`src/rtl/lics_pkg.sv`:
```
`default_nettype none

package lics_pkg;

  localparam int LOG_FRAC_BITS_DEF = 16;

  // Leading-zero count of a 32-bit word (0..31)
  localparam int LZ_W = 5;

  localparam int INV_SCALE_W = 24;
  localparam logic [INV_SCALE_W-1:0] INV_SCALE_RESET = 24'd65536;

  // ln(2) as unsigned Q0.32
  localparam logic [31:0] LN2_Q32 = 32'hB172_17F8;

  // u = 1/2 in Q0.32; also the rounding constant for a shift by 32
  localparam logic [31:0] HALF_Q32 = 32'h8000_0000;

  localparam logic [31:0] SAMPLE_MIN = 32'h8000_0000;
  localparam logic [31:0] SAMPLE_MAX = 32'h7FFF_FFFF;

  // Flags that ride along with each item through the pipeline
  typedef struct packed {
    logic zero;  // u equal zero, result is forced
    logic neg;   // u <= 1/2, sample is negative
  } ctl_t;

endpackage

`default_nettype wire

```
`src/rtl/lics_norm.sv`:
```
`default_nettype none

module lics_norm (
  input  logic               clk,
  input  logic               rst_n,
  input  logic               in_valid,
  output logic               in_ready,
  input  logic [31:0]        uniform_in,
  output logic               out_valid,
  input  logic               out_ready,
  output logic [31:0]        x_out,
  output logic [lics_pkg::LZ_W-1:0] lz_out,
  output lics_pkg::ctl_t     ctl_out
);
  import lics_pkg::*;

  localparam int NSTEP = 5;

  logic              v_r   [NSTEP+1];
  logic [31:0]       m_r   [NSTEP+1];
  ctl_t              ctl_r [NSTEP+1];
  logic [LZ_W-1:0]   lz_r  [1:NSTEP];
  logic              rdy   [NSTEP+2];

  ctl_t              ctl_nxt;
  logic [31:0]       m_nxt;

  assign rdy[NSTEP+1] = out_ready;
  assign in_ready     = rdy[0];

  // Fold u into m in [1, 2^31]; the zero case travels with m = 0
  always_comb begin
    ctl_nxt.zero = (uniform_in == '0);
    ctl_nxt.neg  = (uniform_in <= HALF_Q32);
    m_nxt        = ctl_nxt.neg ? uniform_in : (32'd0 - uniform_in);
  end

  assign rdy[0] = !v_r[0] || rdy[1];

  always_ff @(posedge clk) begin
    if (!rst_n) begin
      v_r[0] <= 1'b0;
    end else if (rdy[0]) begin
      v_r[0] <= in_valid;
    end
  end

  always_ff @(posedge clk) begin
    if (rdy[0]) begin
      m_r[0]   <= m_nxt;
      ctl_r[0] <= ctl_nxt;
    end
  end

  // Log shifter: one power-of-two step per stage, count accumulates by OR
  genvar k;
  for (k = 1; k <= NSTEP; k++) begin : g_step
    localparam int SH = 32 >> k;
    logic [LZ_W-1:0] lz_in;
    logic [31:0]     mk_nxt;
    logic [LZ_W-1:0] lzk_nxt;

    if (k == 1) begin : g_first
      assign lz_in = '0;
    end else begin : g_next
      assign lz_in = lz_r[k-1];
    end

    always_comb begin
      if (m_r[k-1][31 -: SH] == '0) begin
        mk_nxt  = m_r[k-1] << SH;
        lzk_nxt = lz_in | LZ_W'(SH);
      end else begin
        mk_nxt  = m_r[k-1];
        lzk_nxt = lz_in;
      end
    end

    assign rdy[k] = !v_r[k] || rdy[k+1];

    always_ff @(posedge clk) begin
      if (!rst_n) begin
        v_r[k] <= 1'b0;
      end else if (rdy[k]) begin
        v_r[k] <= v_r[k-1];
      end
    end

    always_ff @(posedge clk) begin
      if (rdy[k]) begin
        m_r[k]   <= mk_nxt;
        lz_r[k]  <= lzk_nxt;
        ctl_r[k] <= ctl_r[k-1];
      end
    end
  end

  assign out_valid = v_r[NSTEP];
  assign x_out     = m_r[NSTEP];
  assign lz_out    = lz_r[NSTEP];
  assign ctl_out   = ctl_r[NSTEP];

  a_zero_is_neg: assert property (@(posedge clk) disable iff (!rst_n)
    v_r[0] && ctl_r[0].zero |-> ctl_r[0].neg)
    else $error("zero input not marked negative");

  a_fold_range: assert property (@(posedge clk) disable iff (!rst_n)
    v_r[0] && !ctl_r[0].zero |-> (m_r[0] != '0) && (m_r[0] <= HALF_Q32))
    else $error("folded value out of range");

  a_normalized: assert property (@(posedge clk) disable iff (!rst_n)
    v_r[NSTEP] && !ctl_r[NSTEP].zero |-> m_r[NSTEP][31])
    else $error("mantissa not normalized");

endmodule

`default_nettype wire

```
`config.mk`:
```
export PLATFORM = sky130hd
export DESIGN_NAME = lics_norm
export DESIGN_NICKNAME = d
export VERILOG_FILES = /design/src/rtl/lics_pkg.sv /design/src/rtl/lics_norm.sv
export SDC_FILE = /design/constraint.sdc
export NUM_CORES = 1
export LEC_CHECK = 0
export ABC_AREA = 1
export BUFFER_PORTS_ARGS = -buffer_cell sky130_fd_sc_hd__buf_2
export CAP_MARGIN = 25
export CORE_ASPECT_RATIO = 1.1
export CORE_MARGIN = 8
export CORE_UTILIZATION = 60
export DETAILED_ROUTE_END_ITERATION = 10
export PLACE_DENSITY = 0.81
export SLEW_MARGIN = 20
export SYNTH_ARGS = -nofsm -noshare
export SYNTH_HDL_FRONTEND = slang
export SYNTH_SLANG_ARGS = --single-unit
```
`constraint.sdc`:
```
create_clock -name clk -period 10 [get_ports clk]
set_input_delay 0 -clock clk [delete_from_list [all_inputs] [get_ports clk]]
set_output_delay 0 -clock clk [all_outputs]
set_load 0.1 [all_outputs]
```
Word level (Yosys, flattened, before mapping)
Memories as Yosys holds them, arrays and structs flattened.
Index checks and enable logic that the tools add are counted.
{"block": "totals", "output_inout_bits": 41, "elab_cells": 71, "register_bits": 0, "mem_count": 4, "input_bits": 36, "ram_bits": 235}
{"block": "op_classes", "n_reduce_logical": 17, "magnitude_cmp": 1, "addsub": 1, "bitwise": 6, "n_mux": 42}
{"memory": "m_r", "depth": 6, "width": 32, "rd": 6, "rd_ports_with_merged_regs": 0, "write_ports": 6, "line": "lics_norm.sv:20", "source": "logic [31:0] m_r [NSTEP+1];"}
{"memory": "lz_r", "depth": 5, "width": 5, "rd": 5, "rd_ports_with_merged_regs": 0, "write_ports": 5, "line": "lics_norm.sv:22", "source": "logic [LZ_W-1:0] lz_r [1:NSTEP];"}
{"memory": "ctl_r", "depth": 6, "width": 2, "rd": 6, "rd_ports_with_merged_regs": 0, "write_ports": 6, "line": "lics_norm.sv:21", "source": "ctl_t ctl_r [NSTEP+1];"}
{"memory": "v_r", "depth": 6, "width": 1, "rd": 6, "rd_ports_with_merged_regs": 0, "write_ports": 6, "line": "lics_norm.sv:19", "source": "logic v_r [NSTEP+1];"}
{"op": "two-way mux 32 bit", "count": 6}
{"op": "less-or-equal comparator 32 bit (second input constant)", "count": 1}
{"op": "logical NOT 32 bit", "count": 1}
{"op": "two-way mux 1 bit", "count": 32}
{"op": "subtractor 1 x 32 -> 32 bit (first input constant)", "count": 1}
{"op": "logical NOT 16 bit", "count": 1}
{"op": "logical NOT 8 bit", "count": 1}
{"op": "logical NOT 1 bit", "count": 6}
{"op": "logical OR 1 bit", "count": 6}
{"op": "OR 1 bit", "count": 6}
{"op": "two-way mux 5 bit", "count": 1}
{"op": "logical NOT 4 bit", "count": 1}
{"op": "two-way mux 4 bit", "count": 1}
{"op": "two-way mux 3 bit", "count": 1}
{"op": "logical NOT 2 bit", "count": 1}
{"op": "two-way mux 2 bit", "count": 1}

Logic depth before layout (Yosys ltp)
An unclocked memory read counts as a cell.
{"block": "logic_depth", "depth_word": 12, "mapped_depth": 11, "ltp_nobuf": 11}

Worst setup path before layout
No wires, ideal clock.
{"block": "synth_timing", "kind": "register to register", "start": "mem v_r[5][0] (netlist: v_r[2][1])", "end": "mem ctl_r[0][0] (netlist bit), enable pin", "required_ns": 9.295, "arrival_time_ns": 4.562, "path_slack_ns": 4.733, "setup_time_ns": 0.705, "synth_period_minus_slack_ns": 5.267, "stages_incl_launch_ff": 8, "path_buffers": 0, "path_cell_list": "edfxtp_1 -> inv_1 -> nor2_2 -> nand2_1 -> nor2_1 -> nand2_1 -> nor2_2 -> nand2_1"}
{"element": "start, declared", "line": "lics_norm.sv:19"}
{"element": "end, declared", "line": "lics_norm.sv:21"}

==> flow_summary.toml <==
[critical_path]
cp.arrival_ns = 3.12
start_kind = "flip-flop"
cp_cell_sequence = "inv_1, nor2_2, nand2_1, buf_4, nor2_1, nand2_1, buf_4, nor2_2, nand2_1, buf_4, buf_2"
cp-end-kind = "primary output"
slowest_delay_ns = 0.51
path_class = "flip-flop to primary output"
worst_path_max_delay_cell = "buf_2"
crit_fanout = 40
required_ns = 10.00

[power]
power_density_mw_per_mm2 = 204
power_uw = 2340
p_leak_uw = 0.00511
ir_drop_uv = 120

[timing]
hold_violations = 0
skew_ns = 0.0122
finalCriticalPeriod_ns = 3.12
drv_slew = 0
setup_viol = 0
tightestPinTransition_ns = 0.911
fmax_mhz = 320
setup-tns-final_ns = 0
fin_crit_sh = 0.312
setup_ws_ns = 6.88
slew_headroom = 0.392
rsz0062_at_grt = "false"

[synthesis]
synthesis.area_mm2 = 0.00988
yosysTopAreaCellShare = 0.681
synth_fp_nets = 998
synth_top_area_cell = "edfxtp_1"
synth_seq_cells = 225
synth_area_leaders = "edfxtp_1 68%, nand2_1 12%, inv_1 5.0%, nor2_1 3.8%, o21ai_0 3.3%"
yosysWarningCount = 0
synthCells = 961
syn_area_per_cell_um2 = 10.3
synth.yosys.seq_area_share = 0.683
synth_cell_type_count = 33

[grt]
grt_max_degree = 60
antenna_found_initial = 0
grt.total_usage = 0.160
grt_pass1_vias = 6288
grt_pass1_wl_um = 27700
grt.overflow.total = 0

[floorplanning]
chipHeight_um = 151
die_area_mm2 = 0.0208
initial_core_util = 0.608
rows = 49
die_x_um = 138
core_area_mm2 = 0.0162
ios = 77

[clocking]
post_cts_resized = 0
cts_buffer_depth = 3
clockRootBuffer = "clkbuf_16"
cts_buffers = 21
cts-htree-levels = 1
post_cts_buffers = 0
cts_tree = "done"
path_clk_slew_ns = 0.06
cts_sinks = 225
clock_latency_ns = 0.48

[placed_design]
gp_congestion = 1.05
dpl_worst_slack_ns = 7.36
dp_cells = 1219
hpwl_um = 11500
dpl_cell_area_mm2 = 0.0105
portBuffers = 76

[final_layout]
fin_nets = 1112
stdcell_count = 1293
design_area_mm2 = 0.0115
fill_cells = 1056
area_delta_synth_final_pct = 16.4
antenna_cells = 0
drive_gt1_frac = 0.121

[routing]
avgViaCountPerCell = 5.04
wire_per_inst_um = 13.1
drc_errors = 0
vias = 6515
ant_nets = 0
first_iter_violations = 348
dr.pass1.iters = 5
drt_wl_total_um = 16900

[run_status]
status = "complete, no violations"

[worst_hold_path]
hold_path_class = "input pin to flip-flop"

[flow_run]
max-cap-violations = 0
placed cells by master, fill, tap and decap left out, types with 4 or more instances in the layout:
cell type and n:
nor3_1 4, clkbuf_16 21, edfxtp_1 224, xor2_1 12, nand2_1 312, buf_2 76, a21oi_1 15, nor2_4 5
inv_1 132, nor2_1 98, dlygate4sd3_1 36, nor2_2 7, nand4_1 9, o21bai_1 7, clkinv_1 7, nand3_1 22
o21ai_0 66, buf_4 6
routing by layer:
metal / wire length (µm) / global-route usage / up-vias
li1: - / - / 3336
met1: 6210 / 0.156 / 2874
met2: 8770 / 0.306 / 238
met3: 1080 / 0.0353 / 67
met4: 821 / 0.0930 / 0
met5: 0 / 0 / -
registers in the layout, summed over array words and instances, names as in the netlist:
name,flops
lz_r,15
v_r,6
ctl_r,12
m_r,192
per-stage QoR:
step	hold slack, ns	utilization
global placement	0.208	0.643
CTS	0.0753	0.707
floorplan	0.0989	-
global route	0.125	0.708
detailed placement	0.207	0.644
finish	0.0953	0.708
final timing paths:
kind | from | to | slack (ns) | depth (start not counted)
setup / recovery | v_r[2][1]$_DFFE_PP_ | in_ready | 6.88 | 11
hold / removal | uniform_in[31] | m_r[0][30]$_DFFE_PP_ | 0.1 | 4
setup reg to reg | v_r[2][1]$_DFFE_PP_ | v_r[0][0]$_DFFE_PP_ | 6.98 | 13
hold reg to reg | ctl_r[3][1]$_DFFE_PP_ | ctl_r[4][1]$_DFFE_PP_ | 0.42 | 0
cell type report:
type	count	area (µm²)	share of cell area
clock buffer	24	537	0.0467
clock inverter	13	114	0.00990
inverter	136	510	0.0444
multi-input combinational	571	2520	0.219
sequential	225	6750	0.587
tap	204	255	0.0222
timing repair buffer	120	821	0.0714
Yosys cell counts (all sizes together):
library cell  number
nand3             23
clkinv             1
dfxtp              1
a21o               1
edfxtp           224
nor2             110
nand3b             1
ha                 1
nor3               4
inv              135
nand4              9
o21ai             67
xnor2              3
clkbuf            19
buf               10
o21bai             7
a21oi             15
nand2            314
o31ai              1
and2               1
xor2              12
or2                1
nor4               1
critical path: cells and delay by family, from the launching register on:
kind | cells | cell delay (ns)
and+or+nand+nor | 6 | 0.52
DFF | 1 | 0.37
buffers and inverters | 5 | 1.74
logic make-up (layout without fill, tap and decap cells):
| group | after synthesis | count (layout) | synth area share |
|---|---|---|---|
| simple gates | 464 | 464 | 0.190 |
| flops | 225 | 225 | 0.683 |
| compound gates | 91 | 91 | 0.0484 |
| xor+xnor | 15 | 15 | 0.0133 |
| buf+inv | 165 | 293 | 0.0644 |
| fa+ha+maj | 1 | 1 | 0.00127 |
power by group:
| part | switching [µW] | total, µW | leakage (µW) | internal, µW |
|---|---|---|---|---|
| clock | 308 | 745 | 0.000316 | 437 |
| combinational | 320 | 400 | 0.00234 | 80.8 |
| sequential | 39.5 | 1200 | 0.00245 | 1160 |
| total | 668 | 2340 | 0.00511 | 1670 |
timing repair:
item,in CTS,in global routing
endpoints found under the hold margin,44,0
setup endpoints to repair,0,0
hold buffers,36,0
Note: power is estimated with default switching activity, not from simulation.
