[src/rtl/lics_pkg.sv]
`default_nettype none

package lics_pkg;

  localparam int LOG_FRAC_BITS_DEF = 16;

  // Leading-zero count of a 32-bit word (0..31)
  localparam int LZ_W = 5;

  localparam int INV_SCALE_W = 24;
  localparam logic [INV_SCALE_W-1:0] INV_SCALE_RESET = 24'd65536;

  // ln(2) as unsigned Q0.32
  localparam logic [31:0] LN2_Q32 = 32'hB172_17F8;

  // u = 1/2 in Q0.32; also the rounding constant for a shift by 32
  localparam logic [31:0] HALF_Q32 = 32'h8000_0000;

  localparam logic [31:0] SAMPLE_MIN = 32'h8000_0000;
  localparam logic [31:0] SAMPLE_MAX = 32'h7FFF_FFFF;

  // Flags that ride along with each item through the pipeline
  typedef struct packed {
    logic zero;  // u equal zero, result is forced
    logic neg;   // u <= 1/2, sample is negative
  } ctl_t;

endpackage

`default_nettype wire

[src/rtl/lics_scale.sv]
`default_nettype none

module lics_scale #(
  parameter int LOG_FRAC_BITS = lics_pkg::LOG_FRAC_BITS_DEF
) (
  input  logic                                    clk,
  input  logic                                    rst_n,
  input  logic                                    in_valid,
  output logic                                    in_ready,
  input  logic [lics_pkg::LZ_W+LOG_FRAC_BITS-1:0] t_in,
  input  lics_pkg::ctl_t                          ctl_in,
  input  logic [lics_pkg::INV_SCALE_W-1:0]        inv_scale,
  output logic                                    out_valid,
  input  logic                                    out_ready,
  output logic signed [31:0]                      sample_out,
  output logic                                    saturated
);
  import lics_pkg::*;

  localparam int F     = LOG_FRAC_BITS;
  localparam int T_W   = LZ_W + F;
  localparam int P1_W  = T_W + 32;
  localparam int P2_W  = T_W + INV_SCALE_W;
  localparam int MAG_W = P2_W + 1 - F;

  logic             va_r, vb_r, vc_r, ov_r;
  logic             rdy_a, rdy_b, rdy_c, rdy_d;
  logic [P1_W-1:0]  p1_r;
  logic [T_W-1:0]   ln_r;
  logic [P2_W-1:0]  p2_r;
  ctl_t             ctl_a_r, ctl_b_r, ctl_c_r;
  logic [31:0]      sample_r;
  logic             sat_r;

  logic [P1_W-1:0]  ln_sum;
  logic [P2_W:0]    mag_sum;
  logic [MAG_W-1:0] mag;
  logic [32:0]      mag_ext;
  logic [31:0]      sample_nxt;
  logic             sat_nxt;

  assign rdy_d    = !ov_r || out_ready;
  assign rdy_c    = !vc_r || rdy_d;
  assign rdy_b    = !vb_r || rdy_c;
  assign rdy_a    = !va_r || rdy_b;
  assign in_ready = rdy_a;

  // ln = t * ln2, rounded half up to QF
  assign ln_sum  = p1_r + P1_W'(HALF_Q32);
  // mag = ln * (1/lambda), rounded half up to Q16.16
  assign mag_sum = (P2_W+1)'(p2_r) + ((P2_W+1)'(1) << (F - 1));
  assign mag     = mag_sum[P2_W:F];
  assign mag_ext = 33'(mag);

  always_comb begin
    sat_nxt    = 1'b0;
    sample_nxt = '0;
    if (ctl_c_r.zero) begin
      sample_nxt = SAMPLE_MIN;
      sat_nxt    = 1'b1;
    end else if (ctl_c_r.neg) begin
      if (mag_ext > {1'b0, SAMPLE_MIN}) begin
        sample_nxt = SAMPLE_MIN;
        sat_nxt    = 1'b1;
      end else begin
        sample_nxt = 32'(33'd0 - mag_ext);
      end
    end else begin
      if (mag_ext > {1'b0, SAMPLE_MAX}) begin
        sample_nxt = SAMPLE_MAX;
        sat_nxt    = 1'b1;
      end else begin
        sample_nxt = mag_ext[31:0];
      end
    end
  end

  always_ff @(posedge clk) begin
    if (!rst_n) begin
      va_r <= 1'b0;
      vb_r <= 1'b0;
      vc_r <= 1'b0;
      ov_r <= 1'b0;
    end else begin
      if (rdy_a) va_r <= in_valid;
      if (rdy_b) vb_r <= va_r;
      if (rdy_c) vc_r <= vb_r;
      if (rdy_d) ov_r <= vc_r;
    end
  end

  always_ff @(posedge clk) begin
    if (rdy_a) begin
      p1_r    <= P1_W'(t_in) * P1_W'(LN2_Q32);
      ctl_a_r <= ctl_in;
    end
    if (rdy_b) begin
      ln_r    <= ln_sum[P1_W-1:32];
      ctl_b_r <= ctl_a_r;
    end
    if (rdy_c) begin
      p2_r    <= P2_W'(ln_r) * P2_W'(inv_scale);
      ctl_c_r <= ctl_b_r;
    end
    if (rdy_d) begin
      sample_r <= sample_nxt;
      sat_r    <= sat_nxt;
    end
  end

  assign out_valid  = ov_r;
  assign sample_out = sample_r;
  assign saturated  = sat_r;

  a_sat_clip: assert property (@(posedge clk) disable iff (!rst_n)
    ov_r && sat_r |-> (sample_r == SAMPLE_MIN) || (sample_r == SAMPLE_MAX))
    else $error("flagged result not at a rail");

  a_zero_flag: assert property (@(posedge clk) disable iff (!rst_n)
    vc_r && ctl_c_r.zero && rdy_d |=> ov_r && sat_r && (sample_r == SAMPLE_MIN))
    else $error("zero input not forced to minimum");

  a_reset_empty: assert property (@(posedge clk)
    !rst_n |=> !ov_r)
    else $error("output valid after reset");

endmodule

`default_nettype wire

[config.mk]
export PLATFORM = sky130hd
export DESIGN_NAME = lics_scale
export DESIGN_NICKNAME = d
export VERILOG_FILES = /design/src/rtl/lics_pkg.sv /design/src/rtl/lics_scale.sv
export SDC_FILE = /design/constraint.sdc
export NUM_CORES = 2
export LEC_CHECK = 0
export ABC_CLOCK_PERIOD_IN_PS = 23300
export BUFFER_PORTS_ARGS = -buffer_cell sky130_fd_sc_hd__buf_2
export CORE_MARGIN = 10
export CORE_UTILIZATION = 42
export DETAILED_ROUTE_END_ITERATION = 8
export PLACE_DENSITY = 0.59
export SETUP_SLACK_MARGIN = 0.3
export SKIP_LAST_GASP = 1
export SYNTH_ARGS = -nofsm -noshare
export SYNTH_HDL_FRONTEND = slang
export SYNTH_SLANG_ARGS = --single-unit
[constraint.sdc]
create_clock -name clk -period 23.3 [get_ports clk]
set_clock_uncertainty 0.1 [all_clocks]
set_input_delay 4.66 -clock clk [delete_from_list [all_inputs] [get_ports clk]]
set_output_delay 4.66 -clock clk [all_outputs]
set_load 0.01 [all_outputs]
==> After elaboration in Yosys (flattened, before gate mapping) <==
Cells that the tools add are included.
{ "classes": {"order_cmp": 2, "multipliers": 2, "mux": 6, "n_addsub": 3, "reduce_logical": 8} }
{ "op_table": {"columns": ["operator", "count"], "rows": [
  ["$mux 32", 2],
  ["$add 53x32->53 const B", 1],
  ["$mul 21x29->50 const B", 1],
  ["$add 45x16->46 const B", 1],
  ["$mul 21x24->45", 1],
  ["$gt 30x32->1 const B", 1],
  ["$gt 30x31->1 const B", 1],
  ["$mux 31", 1],
  ["$sub 1x30->31 const A", 1],
  ["$logic_not 1->1", 4],
  ["$logic_or 1x1->1", 4],
  ["$mux 1", 3]
]} }
{ "word_totals": {"reg_bits": 159, "in_bits": 51, "elab_cells": 36, "out_inout_bits": 35} }

==> Logic depth before layout (Yosys ltp) <==
{ "depth": {"depth_word": 5, "depth_mapped": 26, "ltp_nobuf": 25} }

==> Worst setup path before layout <==
No wires, ideal clock.
{ "synth_timing": {"kind": "input to register", "from": "input inv_scale[7] (netlist name)", "to": "register p2_r[43] (data pin)", "path_buffers": 1, "required_time_ns": 23.060, "setup_ns": 0.140, "path_stages": 24, "t_arrival_ns": 10.762, "slack_ns": 12.298, "cell_sequence": "clkbuf_1 -> nand2_1 -> fa_1 -> inv_1 -> fa_1 -> inv_1 -> fa_1 -> inv_1 -> fa_1 -> fa_1 -> fa_1 -> inv_1 -> fa_1 -> inv_1 -> ha_1 -> a21o_1 -> a21o_1 -> a21oi_1 -> a211oi_1 -> o31a_1 -> o21ai_1 -> o211ai_1 -> a2111oi_0 -> nand4bb_1"} }
{ "synth_between": {"elab_chain_cells": 1} }
{ "synth_rtl": {"columns": ["item", "line_no", "rtl"], "rows": [
  ["start, declared", "lics_scale.sv:12", "input logic [lics_pkg::INV_SCALE_W-1:0] inv_scale,"],
  ["$mul 21x24->45", "lics_scale.sv:102", "p2_r <= P2_W'(ln_r) * P2_W'(inv_scale);"],
  ["end signal, assigned", "lics_scale.sv:102", null],
  ["end, declared", "lics_scale.sv:30", "logic [P2_W-1:0] p2_r;"]
]} }
No other way between the ends.
A chain may end at the register's enable or synchronous reset.

==> Worst setup path in the final report <==
Ends and elaborated chain as after synthesis.

==> summary.md <==
| Metric | Value |
|---|---|
| Min-Delay Startpoint | `ctl_a_r[0]` |
| Gr busiest metal | `met2` |
| Clock Latency Late Sink | `0.43 ns` |
| Final Hold Vio Count | `0` |
| Synth Area in Compound Gates | `5.22%` |
| Grt met2 use | `34.6%` |
| Largest fanout on the critical path | `21` |
| Most used cell, CP | `fa_1` |
| Share of layout cells above drive strength 1 | `4.80%` |
| Die ar. | `0.0858 mm²` |
| Reg2reg setup slack | `15.75 ns` |
| Cell variety after synth | `73` |
| RSZ-0062 raised after global routing | `false` |
| Setup crit end kind | `register` |
| Initial antenna violation count | `1` |
| Overflow after GRT | `0` |
| DR vias/cell | `4.98` |
| Max-slew headroom | `22.5%` |
| First-pass GRT wire length | `125000 µm` |
| Post-DP HPWL | `62200 µm` |
| DRT Pass-1 Iters | `5` |
| CP bufs+invs | `6` |
| Area leader, netlist | `fa_1` |
| Post-Synth Adder-Cell Area | `55.5%` |
| Final Routed Wirelength | `76600 µm` |
| Post-synth top area share | `39.5%` |
| Chip height | `293 µm` |
| Clock tree buffer depth | `2` |
| TritonCTS clock tree | `done` |
| Worst min-delay path class | `register to register` |
| Predominant post-synthesis flop cell | `edfxtp_1` |
| Tmin final | `11.44 ns` |
| Synth top cells by count | `inv_1 (833), fa_1 (618), ha_1 (400)` |
| Critical R2R Capture | `p2_r[43]` |
| ANT cells | `0` |
| Xor and xnor area share after synthesis | `3.53%` |
| Worst-Margin Slew | `1.16 ns` |
| Maximum number of pins on one net before global-route repair | `41` |
| Initial DRC count | `929` |
| GRT Total Usage | `18.6%` |
| Setup repair bufs after CTS | `0` |
| I/O pins | `86` |
| Ys async rst share | `0%` |
| Area Growth Syn to Fin | `6.18%` |
| # rows | `100` |
| Family with the most delay on the worst path | `adder cells` |
| Post-route clock period utilization | `49.1%` |
| Die W | `293 µm` |
| Mux cell area share after synthesis | `0.144%` |
| Ys Warns | `0` |
| Remaining antenna violation count | `0` |
| Largest family of logic cells by synthesized area | `adder cells` |
| F_max | `87.4 MHz` |
| Sequential-to-total area share from yosys stat | `11.0%` |
| Critical-path cell list | `buf_2 > nand2_1 > fa_1 > inv_1 > fa_1 > inv_1 > fa_1 > inv_1 > fa_1 > fa_1 > fa_1 > inv_1 > fa_1 > inv_1 > ha_1 > a21o_1 > a21o_1 > a21oi_1 > a211oi_1 > o31a_1 > o21ai_1 > o211ai_1 > a2111oi_0 > nand4bb_1` |
| Number of synthesized flops with an enable pin | `112` |
| Syn_area_per_cell | `9.60 µm²` |
| Cells after Synth | `3260` |
| Worst path max stage delay | `0.55 ns` |
| Root Buffer | `clkbuf_16` |
| Placed insts | `4227` |
| Hold EP | `ctl_b_r[0]` |
| Post-CTS Resized | `0` |
| Worst Hold Depth | `0` |
| Outcome | `finished clean` |
| Core footprint | `0.0742 mm²` |
| Crit Path Category | `primary input to register` |
| Kind of start point of the critical path | `primary input` |
| Slowest-stage cell, CP | `fa_1` |
| # hold bufs at CTS | `0` |
| Max Cap Viol | `0` |
| GP Congestion | `0.881` |
| Top-count cell post-synth | `inv_1` |
| Required time worst endpoint | `23.49 ns` |
| Path depth of the worst reg2reg path | `20` |
| Vias in the first global route | `23342` |
| Simple-gate share of the synthesized area | `13.2%` |
| DRC Markers | `0` |
| Synthesized cell area | `0.0313 mm²` |
| # nets final | `4346` |
| Initial core utilization | `42.2%` |
| Syn_nets | `4329` |
| Synth area leaders | `fa_1 (40%), ha_1 (16%), edfxtp_1 (11%), inv_1 (10%), and2_1 (5.5%)` |
| Via count | `21220` |
| Clk pin slew, worst setup/hold paths | `0.06 ns` |
| FF-to-FF Start | `ln_r[18]` |
| Worst Path Arrival | `11.63 ns` |
| Layout fillers | `7307` |
| Final Setup Violations | `0` |
| GRT met3 Usage | `2.08%` |
| Post-Layout Cell Count | `4259` |
| GR Layer Usage met1 | `21.8%` |
| Slew Viols, Final | `0` |
| CTS Sinks | `116` |
| WL/cell | `18.0 µm` |
| Port bufs | `85` |
| Setup TNS | `0 ns` |
| TritonCTS buffer count | `17` |
| Yosys reg bits | `116` |
| H-Tree Depth | `4` |
-- placed cells by master, fill, tap and decap left out, types with 4 or more instances in the layout --
cell / Yosys / final
nand3_1: 41 / 41
clkinvlp_4: 0 / 5
o211ai_1: 8 / 8
nor2_1: 79 / 79
nor4_1: 4 / 4
a2111oi_0: 4 / 4
buf_4: 3 / 23
o21ai_0: 32 / 32
ha_1: 400 / 400
inv_1: 833 / 833
a211oi_1: 6 / 6
clkbuf_16: 0 / 17
o21bai_1: 7 / 7
o21ai_1: 9 / 9
edfxtp_1: 112 / 112
a31oi_1: 8 / 8
nand2b_1: 8 / 8
and2_1: 273 / 273
xnor2_1: 89 / 89
buf_2: 2 / 85
dfxtp_1: 4 / 4
fa_1: 618 / 618
o31ai_1: 5 / 5
nand4_1: 21 / 21
nor2b_1: 9 / 9
xor2_1: 37 / 37
and4_1: 4 / 4
o21a_1: 10 / 10
nor3_1: 18 / 18
a21o_1: 46 / 46
a21oi_1: 77 / 77
nand2_1: 290 / 290
and3_1: 34 / 34
or3_1: 5 / 5
-- stage by stage --
stage	worst slack (ns)	area, µm²	hold slack (ns)	util [%]
after floorplan	12.30	31300	0.300	-
after global placement	11.59	32700	0.303	44.0
after detailed placement	11.52	32700	0.306	44.0
after CTS	11.96	33200	0.320	44.8
after global routing	11.39	33200	0.328	44.8
final	11.86	33200	0.319	44.8
-- cell type report --
type	instances	area (µm²)	area share, %
inverters	833	3130	9.41
repair buffers	108	598	1.80
well taps	969	1210	3.65
clock inverters	14	126	0.380
flip-flops and latches	116	3440	10.4
clock buffers	18	439	1.32
multi-input cells	2201	24300	73.1
-- sequential cells by signal, indices dropped and copies added (netlist names) --
name,flops
ctl_b_r,2
saturated,1
vb_r,1
ln_r,21
p2_r,30
ctl_c_r,2
out_valid,1
p1_r,22
va_r,1
ctl_a_r,2
vc_r,1
sample_out,32
-- kinds of logic after synthesis --
logic type | after synthesis
simple gates | 806
buf+inv | 943
fa+ha+maj | 1018
compound gates | 247
flops | 116
mux | 4
xor+xnor | 126
-- layer usage --
layer	vias up	share of wire [%]
met1	10800	40
met5	-	0.0091
li1	9926	-
met4	2	3.2
met2	380	53
met3	112	3.1
-- worst max-delay path by stage --
stage	start	to	cells past startpoint
finish	inv_scale[7]	p2_r[43]	24
global placement	inv_scale[7]	p2_r[43]	24
global route	inv_scale[7]	p2_r[43]	24
detailed placement	inv_scale[7]	p2_r[43]	24
floorplan	inv_scale[7]	p2_r[43]	24
CTS	inv_scale[7]	p2_r[43]	24
Power is not shown: default switching activity piles up to over one toggle a cycle in this logic, so the estimate is an artifact.
